`src/dsv_pkg.sv`:
```
// Shared types, constants and helpers for the date string validator.
// No dependencies; compile this file first.
`default_nettype none

package dsv_pkg;

  // Text layout: dd/mm/yyyy
  localparam logic [3:0] DATE_LEN    = 4'd10;
  localparam logic [3:0] POS_SLASH_A = 4'd2;
  localparam logic [3:0] POS_SLASH_B = 4'd5;
  localparam logic [3:0] POS_MONTH   = 4'd3;
  localparam logic [3:0] POS_YEAR_HI = 4'd6;
  localparam logic [3:0] POS_YEAR_LO = 4'd8;

  localparam logic [7:0] SLASH_CHAR = 8'h2F;
  localparam logic [7:0] DIGIT_LOW  = 8'h30;
  localparam logic [7:0] DIGIT_HIGH = 8'h39;

  // Calendar limits
  localparam logic [6:0] MONTHS_PER_YEAR = 7'd12;
  localparam logic [6:0] DAYS_MAX        = 7'd31;
  localparam logic [6:0] DAYS_SHORT      = 7'd30;
  localparam logic [6:0] DAYS_FEB_LEAP   = 7'd29;
  localparam logic [6:0] DAYS_FEB        = 7'd28;
  localparam logic [6:0] MON_FEB         = 7'd2;
  localparam logic [6:0] MON_APR         = 7'd4;
  localparam logic [6:0] MON_JUN         = 7'd6;
  localparam logic [6:0] MON_SEP         = 7'd9;
  localparam logic [6:0] MON_NOV         = 7'd11;

  typedef enum logic [2:0] {
    ERR_NONE      = 3'd0,
    ERR_FORMAT    = 3'd1,
    ERR_DAY       = 3'd2,
    ERR_MONTH     = 3'd3,
    ERR_YEAR      = 3'd4,
    ERR_DAY_MONTH = 3'd5
  } err_code_t;

  typedef struct packed {
    logic [3:0] char_position;
    logic       format_error;
    logic [6:0] day_value;
    logic [6:0] month_value;
    logic [6:0] year_high_pair;
    logic [6:0] year_low_pair;
  } dsv_fields_t;

  // A finished text handed from the scanner to the verdict register.
  typedef struct packed {
    logic        load;
    dsv_fields_t fields;
  } dsv_take_t;

  // Appends one decimal digit to a two-digit accumulator.
  function automatic logic [6:0] add_digit(input logic [6:0] acc, input logic [3:0] d);
    logic [10:0] sum;
    sum = 11'({4'd0, acc} * 11'd10) + {7'd0, d};
    return sum[6:0];
  endfunction

endpackage

`default_nettype wire

```
`src/dsv_char_if.sv`:
```
// Character input channel of the date string validator.
// No dependencies.
`default_nettype none

interface dsv_char_if;
  logic       valid;
  logic       ready;
  logic [7:0] char_code;
  logic       last_char;

  modport source (output valid, output char_code, output last_char, input ready);
  modport sink   (input valid, input char_code, input last_char, output ready);
endinterface

`default_nettype wire

```
`src/dsv_verdict_if.sv`:
```
// Verdict output channel of the date string validator.
// No dependencies.
`default_nettype none

interface dsv_verdict_if;
  logic       valid;
  logic       ready;
  logic       date_ok;
  logic [2:0] error_code;

  modport source (output valid, output date_ok, output error_code, input ready);
  modport sink   (input valid, input date_ok, input error_code, output ready);
endinterface

`default_nettype wire

```
`src/dsv_scan.sv`:
```
// Input register and per-character scanner: position, format flag and digit pairs.
// Depends on dsv_pkg and dsv_char_if.
`default_nettype none

module dsv_scan (
  input  wire logic         clk,
  input  wire logic         rst,
  dsv_char_if.sink          char_in,
  input  wire logic         out_free,
  output dsv_pkg::dsv_take_t take
);
  import dsv_pkg::*;

  logic        s1_valid;
  logic [7:0]  s1_char;
  logic        s1_last;
  logic        advance;
  logic        is_digit;
  logic [3:0]  digit;
  dsv_fields_t fields;
  dsv_fields_t fields_next;

  // A last character may only move on when the verdict register can take it.
  assign advance       = s1_valid && (!s1_last || out_free);
  assign char_in.ready = !s1_valid || advance;

  always_ff @(posedge clk) begin
    if (rst) begin
      s1_valid <= 1'b0;
    end else if (char_in.ready) begin
      s1_valid <= char_in.valid;
    end
    if (char_in.valid && char_in.ready) begin
      s1_char <= char_in.char_code;
      s1_last <= char_in.last_char;
    end
  end

  assign is_digit = s1_char inside {[DIGIT_LOW:DIGIT_HIGH]};
  assign digit    = s1_char[3:0];

  always_comb begin
    fields_next = fields;
    if (fields.char_position >= DATE_LEN) begin
      fields_next.format_error = 1'b1;
    end else if (fields.char_position inside {POS_SLASH_A, POS_SLASH_B}) begin
      if (s1_char != SLASH_CHAR) begin
        fields_next.format_error = 1'b1;
      end
    end else if (!is_digit) begin
      fields_next.format_error = 1'b1;
    end else if (fields.char_position < POS_SLASH_A) begin
      fields_next.day_value = add_digit(fields.day_value, digit);
    end else if (fields.char_position < POS_SLASH_B) begin
      fields_next.month_value = add_digit(fields.month_value, digit);
    end else if (fields.char_position < POS_YEAR_LO) begin
      fields_next.year_high_pair = add_digit(fields.year_high_pair, digit);
    end else begin
      fields_next.year_low_pair = add_digit(fields.year_low_pair, digit);
    end
    if (fields.char_position < DATE_LEN) begin
      fields_next.char_position = 4'(fields.char_position + 4'd1);
    end
  end

  always_ff @(posedge clk) begin
    if (rst) begin
      fields <= '0;
    end else if (advance) begin
      if (s1_last) begin
        fields <= '0;
      end else begin
        fields <= fields_next;
      end
    end
  end

  assign take.load   = advance && s1_last;
  assign take.fields = fields_next;

endmodule

`default_nettype wire

```
`src/dsv_judge.sv`:
```
// Calendar checks on a finished text: format, ranges, year zero, month length.
// Depends on dsv_pkg.
`default_nettype none

module dsv_judge (
  input  wire dsv_pkg::dsv_fields_t fields,
  output dsv_pkg::err_code_t        code
);
  import dsv_pkg::*;

  logic year_zero;
  logic leap;
  logic short_month;

  assign year_zero = (fields.year_high_pair == 7'd0) && (fields.year_low_pair == 7'd0);

  // The year is high*100+low and 100 is a multiple of four, so the low pair decides
  // divisibility by four, and a century year is a leap year when the high pair is.
  assign leap = (fields.year_low_pair[1:0] == 2'd0) &&
                ((fields.year_low_pair != 7'd0) || (fields.year_high_pair[1:0] == 2'd0));

  assign short_month = fields.month_value inside {MON_APR, MON_JUN, MON_SEP, MON_NOV};

  always_comb begin
    if (fields.format_error || (fields.char_position != DATE_LEN)) begin
      code = ERR_FORMAT;
    end else if ((fields.month_value == 7'd0) || (fields.month_value > MONTHS_PER_YEAR)) begin
      code = ERR_MONTH;
    end else if ((fields.day_value == 7'd0) || (fields.day_value > DAYS_MAX)) begin
      code = ERR_DAY;
    end else if (year_zero) begin
      code = ERR_YEAR;
    end else if (short_month && (fields.day_value > DAYS_SHORT)) begin
      code = ERR_DAY_MONTH;
    end else if ((fields.month_value == MON_FEB) &&
                 (fields.day_value > (leap ? DAYS_FEB_LEAP : DAYS_FEB))) begin
      code = ERR_DAY_MONTH;
    end else begin
      code = ERR_NONE;
    end
  end

endmodule

`default_nettype wire

```
`src/date_string_validator_top.sv`:
```
// Date string validator: checks a dd/mm/yyyy text that arrives one ASCII character per
// word on char_in, with last_char set on the final character, and gives one verdict word
// per text on verdict. The block accepts one character every cycle; the verdict word
// is formed as the last character moves from the input register into the verdict
// register. Throughput pauses only when the verdict register is still held by the sink
// and the character waiting in the input register is itself a last character.
// Depends on dsv_pkg, dsv_char_if, dsv_verdict_if, dsv_scan and dsv_judge.
`default_nettype none

module date_string_validator_top (
  input  wire logic   clk,
  input  wire logic   rst,
  dsv_char_if.sink    char_in,
  dsv_verdict_if.source verdict
);
  import dsv_pkg::*;

  dsv_take_t take;
  err_code_t code;
  logic      out_free;

  // The verdict register can load when it is empty or is being emptied this cycle.
  assign out_free = !verdict.valid || verdict.ready;

  // Scanner: input register, position tracking and digit collection. On a last
  // character it hands the fully updated fields over for judging.
  dsv_scan u_scan (
    .clk      (clk),
    .rst      (rst),
    .char_in  (char_in),
    .out_free (out_free),
    .take     (take)
  );

  // Checks run on the fields as they stand after the last character.
  dsv_judge u_judge (
    .fields (take.fields),
    .code   (code)
  );

  // Verdict register.
  always_ff @(posedge clk) begin
    if (rst) begin
      verdict.valid <= 1'b0;
    end else if (out_free) begin
      verdict.valid <= take.load;
    end
    if (take.load) begin
      verdict.date_ok    <= (code == ERR_NONE);
      verdict.error_code <= code;
    end
  end

  // A finished text always lands in the verdict register on the next edge.
  a_load_shows: assert property (@(posedge clk) disable iff (rst)
    take.load |=> verdict.valid)
    else $error("finished text did not produce a verdict");

  // The ok flag and the error code agree.
  a_ok_matches_code: assert property (@(posedge clk) disable iff (rst)
    verdict.valid |-> (verdict.date_ok == (verdict.error_code == ERR_NONE)))
    else $error("date_ok disagrees with error_code");

  // A text of the wrong length is always a format error.
  a_length_format: assert property (@(posedge clk) disable iff (rst)
    (take.load && (take.fields.char_position != DATE_LEN)) |=>
      (verdict.error_code == ERR_FORMAT))
    else $error("wrong-length text not flagged as format error");

endmodule

`default_nettype wire

```
`src/flat_wrapper.sv`:
```
// flat-port wrapper written by rule: the top's interface ports become plain ports
module date_string_validator_top_flat import dsv_pkg::*;
  (clk, rst, char_in_valid, char_in_char_code, char_in_last_char, char_in_ready, verdict_valid, verdict_date_ok, verdict_error_code, verdict_ready);
  dsv_char_if char_in_i ();
  dsv_verdict_if verdict_i ();
  input  wire logic clk;
  input  wire logic rst;
  input wire logic [$bits(char_in_i.valid)-1:0] char_in_valid;
  input wire logic [$bits(char_in_i.char_code)-1:0] char_in_char_code;
  input wire logic [$bits(char_in_i.last_char)-1:0] char_in_last_char;
  output wire logic [$bits(char_in_i.ready)-1:0] char_in_ready;
  output wire logic [$bits(verdict_i.valid)-1:0] verdict_valid;
  output wire logic [$bits(verdict_i.date_ok)-1:0] verdict_date_ok;
  output wire logic [$bits(verdict_i.error_code)-1:0] verdict_error_code;
  input wire logic [$bits(verdict_i.ready)-1:0] verdict_ready;
  assign char_in_i.valid = char_in_valid;
  assign char_in_i.char_code = char_in_char_code;
  assign char_in_i.last_char = char_in_last_char;
  assign char_in_ready = char_in_i.ready;
  assign verdict_valid = verdict_i.valid;
  assign verdict_date_ok = verdict_i.date_ok;
  assign verdict_error_code = verdict_i.error_code;
  assign verdict_i.ready = verdict_ready;
  date_string_validator_top u_core (.clk(clk), .rst(rst), .char_in(char_in_i), .verdict(verdict_i));
endmodule
```
`config.mk`:
```
export PLATFORM = sky130hd
export DESIGN_NAME = date_string_validator_top_flat
export DESIGN_NICKNAME = d
export VERILOG_FILES = /design/src/dsv_pkg.sv /design/src/dsv_char_if.sv /design/src/dsv_verdict_if.sv /design/src/dsv_scan.sv /design/src/dsv_judge.sv /design/src/date_string_validator_top.sv /design/src/flat_wrapper.sv
export SDC_FILE = /design/constraint.sdc
export NUM_CORES = 1
export LEC_CHECK = 0
export BUFFER_PORTS_ARGS = -buffer_cell sky130_fd_sc_hd__buf_2
export CORE_MARGIN = 1.5
export CORE_UTILIZATION = 40
export DETAILED_ROUTE_END_ITERATION = 12
export GPL_TIMING_DRIVEN = 0
export PLACE_DENSITY_LB_ADDON = 0.1
export SLEW_MARGIN = 20
export SYNTH_ARGS = -nofsm -noshare
export SYNTH_HDL_FRONTEND = slang
export SYNTH_HIERARCHICAL = 1
export SYNTH_SLANG_ARGS = --single-unit
export TNS_END_PERCENT = 30
```
`constraint.sdc`:
```
create_clock -name clk -period 3.5 [get_ports clk]
set_input_delay 1.05 -clock clk [delete_from_list [all_inputs] [get_ports clk]]
set_output_delay 1.05 -clock clk [all_outputs]
set_load 0.01 [all_outputs]
```
==> results by stage <==
Logic synthesis:
- The synthesized design contains 13 enable-type register cells.
- The count of unique library cells instantiated by Yosys is 64.
- dfxtp_1 takes more of the synthesized area than any other cell.
- The yosys synthesis warning count is 6.
- By area the synthesized netlist is led by dfxtp_1 20%, ha_1 12%, edfxtp_1 11%.
- The number of instances in the synthesized netlist is 380.
- Summed over its instances, the top area cell type makes up 19.8% of the synthesized netlist area.
- The total of flip-flops plus latches after synthesis is 48.
- Of all flip-flops after synthesis, the portion carrying an async set or reset was 0%.
- In this run the mean area of a mapped cell was 9.31 sq um.
- The sequential-to-total area share from yosys stat is 30.8%.
- The total nets after synthesis is between 400 and 500.
- The post-synthesis instance area is roughly 0.0035 sq mm.
- The prevailing post-synth register cell is dfxtp_1.

Floorplanning:
- Row generation in the floorplan step produced 34 rows.
- The floorplan step defined a core boundary enclosing 0.00864 sq mm.
- The total die area is 0.00942 sq mm.
- The die is 97.1 um tall.
- For this configuration, the core starts out at a cell density of 41.0%.
- The width of the die is between 90 and 100 um.
- The top-level I/O count is 19.

Setup path:
- The category of the worst setup path launch point is a flop.
- The slowest cell on the critical path is fa_2.
- The kind of end point of the critical path is a flop.
- The biggest fanout along the worst timing path is 2.
- The signal on the critical path passes through ha_4 -> ha_1 -> inv_1 -> fa_2 -> nand2b_4 -> a21oi_2 -> xnor2_1 -> mux2_2 -> or4_4 -> nor4_4 -> o21a_1 -> nor3_1 -> ha_1 -> nor2_1 -> o2111a_1 -> nand4_1 -> a211oi_2 -> nor3_1.
- The reg2reg setup slack is -0.53 ns.
- The critical path runs through a total of 18 cells.
- The critical path starts at u_core/u_scan/fields[1]$_SDFFE_PP0P_.
- The endpoint required time on the critical path is approximately 3.6 ns.
- The endpoint arrival time on the critical path is 4.08 ns.
- The count of cells along the worst register-to-register path is 18.
- Together, buffers and inverters on the worst path number 1.
- The terminus of the critical flop-to-flop path is u_core/verdict.date_ok$_DFFE_PP_.
- The worst register-to-register path begins at u_core/u_scan/fields[1]$_SDFFE_PP0P_.
- On the worst path, the slowest cell contributes a delay of 0.45 ns.
- The largest delay contributor family on the critical path is adder cells.
- The path type of the worst setup path is reg2reg.

Final layout:
- The area occupied by registers is 0.00110 sq mm.
- The filler cells instantiated in the layout total 875.
- The finished cells cover 0.00393 sq mm.
- The final design utilization is about 46%.
- The net count of the finished layout is approximately 470.
- The area of the multi-input gates is 0.00232 sq mm.
- The number of antenna cells inserted is 0.
- For this run, the number of standard cells in the final layout without fillers is 518.
- The post-route netlist has around 16% of its cells at a drive strength greater than 1.
- The most common cell after layout, fill and taps aside is nand2_1.
- The library cells used most frequently in the layout, excluding fill and tap cells, are 35 x nand2_1, 34 x ha_1, 33 x dfxtp_1.
- The layout overhead on the synthesized area is 11.1%.

Pwr:
- The sequential fraction of design power is around 58%.
- In this run the power spent charging and discharging nets is ~270 uW.
- The clock share of power is 34.4%.
- Combinational cells account for just under 8% of the total power.
- The switching part of the total power is 26.7%.
- In this run the static leakage power is between 0.0015 and 0.002 uW.
- The power density over the cells is 259 mW/mm^2.
- The largest vdd supply drop is 128 uV.
- The total chip power is 1020 uW.
- The cell-internal power is 746 uW.

STA:
- The relative max-transition margin is 56.1%.
- The total count of hold-check failures in the final report came to 0.
- The measured slew at the worst slew-check pin is 0.654 ns.
- The smallest clock period supported by the final layout is computed as 4.03 ns.
- Setup repair after global routing could not meet its margin everywhere.
- Timing would allow up to ~250 MHz.
- The worst path uses 115% of the clock period.
- The worst hold slack is between 0.4 and 0.5 ns.
- The count of final max-slew check failures is 0.
- The count of final setup violators is 3.
- Between clock sinks in the finished design, the worst skew comes to between 0.007 and 0.008 ns.
- Once routing completed, OpenROAD measured the worst setup slack at -0.530 ns.

Outcome:
- The run finished, with violations left.
- The checks that failed: negative setup slack.

Placed design:
- The final weighted congestion in routability-driven placement is roughly 0.86.
- During placement, the flow inserted port buffers numbering 18.
- Detailed placement finished with a half-perimeter wire length of 6370 um.
- Summing all placed instances gives a cell area of between 0.003 and 0.004 sq mm.
- The number of placed instances, taps included, is 506.

Hold path:
- The path with the worst hold slack has its endpoint at u_core/u_scan/fields[27]$_SDFFE_PP0P_.
- The worst hold path begins at u_core/u_scan/fields[27]$_SDFFE_PP0P_.
- The class of the tightest hold or removal check is reg2reg.
- The cell depth of the worst hold path is 1.

Drt:
- After detailed routing, the average wire length per cell comes to 16.1 um.
- Dividing the detail-routed via count by the number of cells gives 5.52.
- The final routed wirelength across all metal layers is 8320 um.
- The number of nets with antenna violations after detailed routing is 0.
- Summing over every cut layer, the via total after detailed routing is 2860.
- The first detailed-routing pass ran for 4 iterations.
- The final routed DRC violation total is 0.
- The detailed router's first-iteration violation count is 128.

CTS:
- The total clock buffers created by CTS is 5.
- TritonCTS built the clock tree.
- The level count of the clock H-tree is 2.
- Clock latency on the worst-skew pair, taken at its later pin, is around 0.31 ns.
- The maximum root-to-sink buffer count is 2.
- CTS placed an instance of clkbuf_8 at the clock tree root.
- After clock tree synthesis, the clock-pin slew on the worst setup and hold paths is 0.09 ns.
- The clock net in this run drives a total of between 40 and 50 sinks.
- The hold buffer count at cts is 0.

GRT:
- The number of global-route vias before repair is 2834.
- The first-pass GRT wire length is 14100 um.
- Entering global routing, the biggest net connects 17 pins.
- The initial antenna violation count is 0.
- Summed over all layers, the global routing overflow is 0.
- The overall routing resource usage is 18.3%.

Job:
- Across the run, the number of max-cap violations was 0.
stage by stage:
stage                     worst slack (ns)  setup TNS, ns
after detailed placement            -0.845          -2.18
after floorplan                     -0.381         -0.763
after CTS                           -0.705          -1.82
after global routing                -0.769          -2.17
after global placement              -0.817          -2.19
final                               -0.530          -1.33
sequential cells by signal, indices dropped and copies added (netlist names):
name,count
u_core/u_scan/fields,33
u_core/u_scan/s1_char,8
u_core/verdict.error_code,3
u_core/u_scan/s1_last,1
u_core/u_scan/s1_valid,1
u_core/verdict.date_ok,1
u_core/verdict.valid,1
cells by family (layout without fill, tap and decap cells):
| family | after synthesis | count (layout) | share of synthesized area [%] |
|---|---|---|---|
| AND/OR/NAND/NOR | 106 | 106 | 16.7 |
| adder cells (fa/ha/maj) | 43 | 43 | 16.9 |
| AO/OA/AOI/OAI | 101 | 101 | 19.9 |
| flip-flops | 48 | 48 | 30.8 |
| buffers and inverters | 41 | 71 | 4.74 |
| multiplexers | 12 | 12 | 3.75 |
| XOR/XNOR | 29 | 29 | 7.18 |
cell type report:
| type | count | area share [%] |
|---|---|---|
| well taps | 108 | 3.44 |
| clock buffers | 5 | 1.75 |
| clock inverters | 3 | 0.605 |
| flip-flops and latches | 48 | 27.9 |
| repair buffers | 22 | 3.06 |
| plain buffers | 14 | 1.72 |
| inverters | 27 | 2.58 |
| multi-input cells | 291 | 58.9 |
per-layer routing:
layer	track usage, %	share of wire (%)	up-vias
li1	-	-	1455
met1	26.3	50	1363
met2	29.4	46	34
met3	2.45	2.7	8
met4	4.01	0.90	0
met5	0	0	-
power by group through the flow:
stage	logic (uW)	registers [uW]	clock network (uW)
floorplan	50.2	600	0
global placement	76.6	605	0
detailed placement	77.0	605	0
CTS	77.2	590	362
global route	86.3	592	385
finish	77.9	590	350
Yosys cell counts (all sizes together), types with 5 or more instances:
library cell   n
dfxtp         35
ha            35
nand2         35
o21ai         31
inv           27
xnor2         20
a21oi         15
edfxtp        13
nor2          13
o2bb2ai       12
mux2          10
nand3         10
nand4          9
xor2           9
a22o           8
buf            8
fa             8
nor3           7
clkbuf         6
nand2b         5
nor2b          5
or4            5
worst max-delay path by stage:
stage                                                   to  slack (ns)
after global routing      u_core/verdict.date_ok$_DFFE_PP_       -0.77
final                     u_core/verdict.date_ok$_DFFE_PP_       -0.53
after global placement    u_core/verdict.date_ok$_DFFE_PP_       -0.82
after floorplan           u_core/verdict.date_ok$_DFFE_PP_       -0.38
after detailed placement  u_core/verdict.date_ok$_DFFE_PP_       -0.84
after CTS                 u_core/verdict.date_ok$_DFFE_PP_       -0.71
timing repair:
action	CTS	global route
pin swaps	7	6
gates cloned	0	0
endpoints found under the setup margin	4	4
setup buffers	4	0
gates resized for setup	8	4
Note: power is estimated with default switching activity, not from simulation.
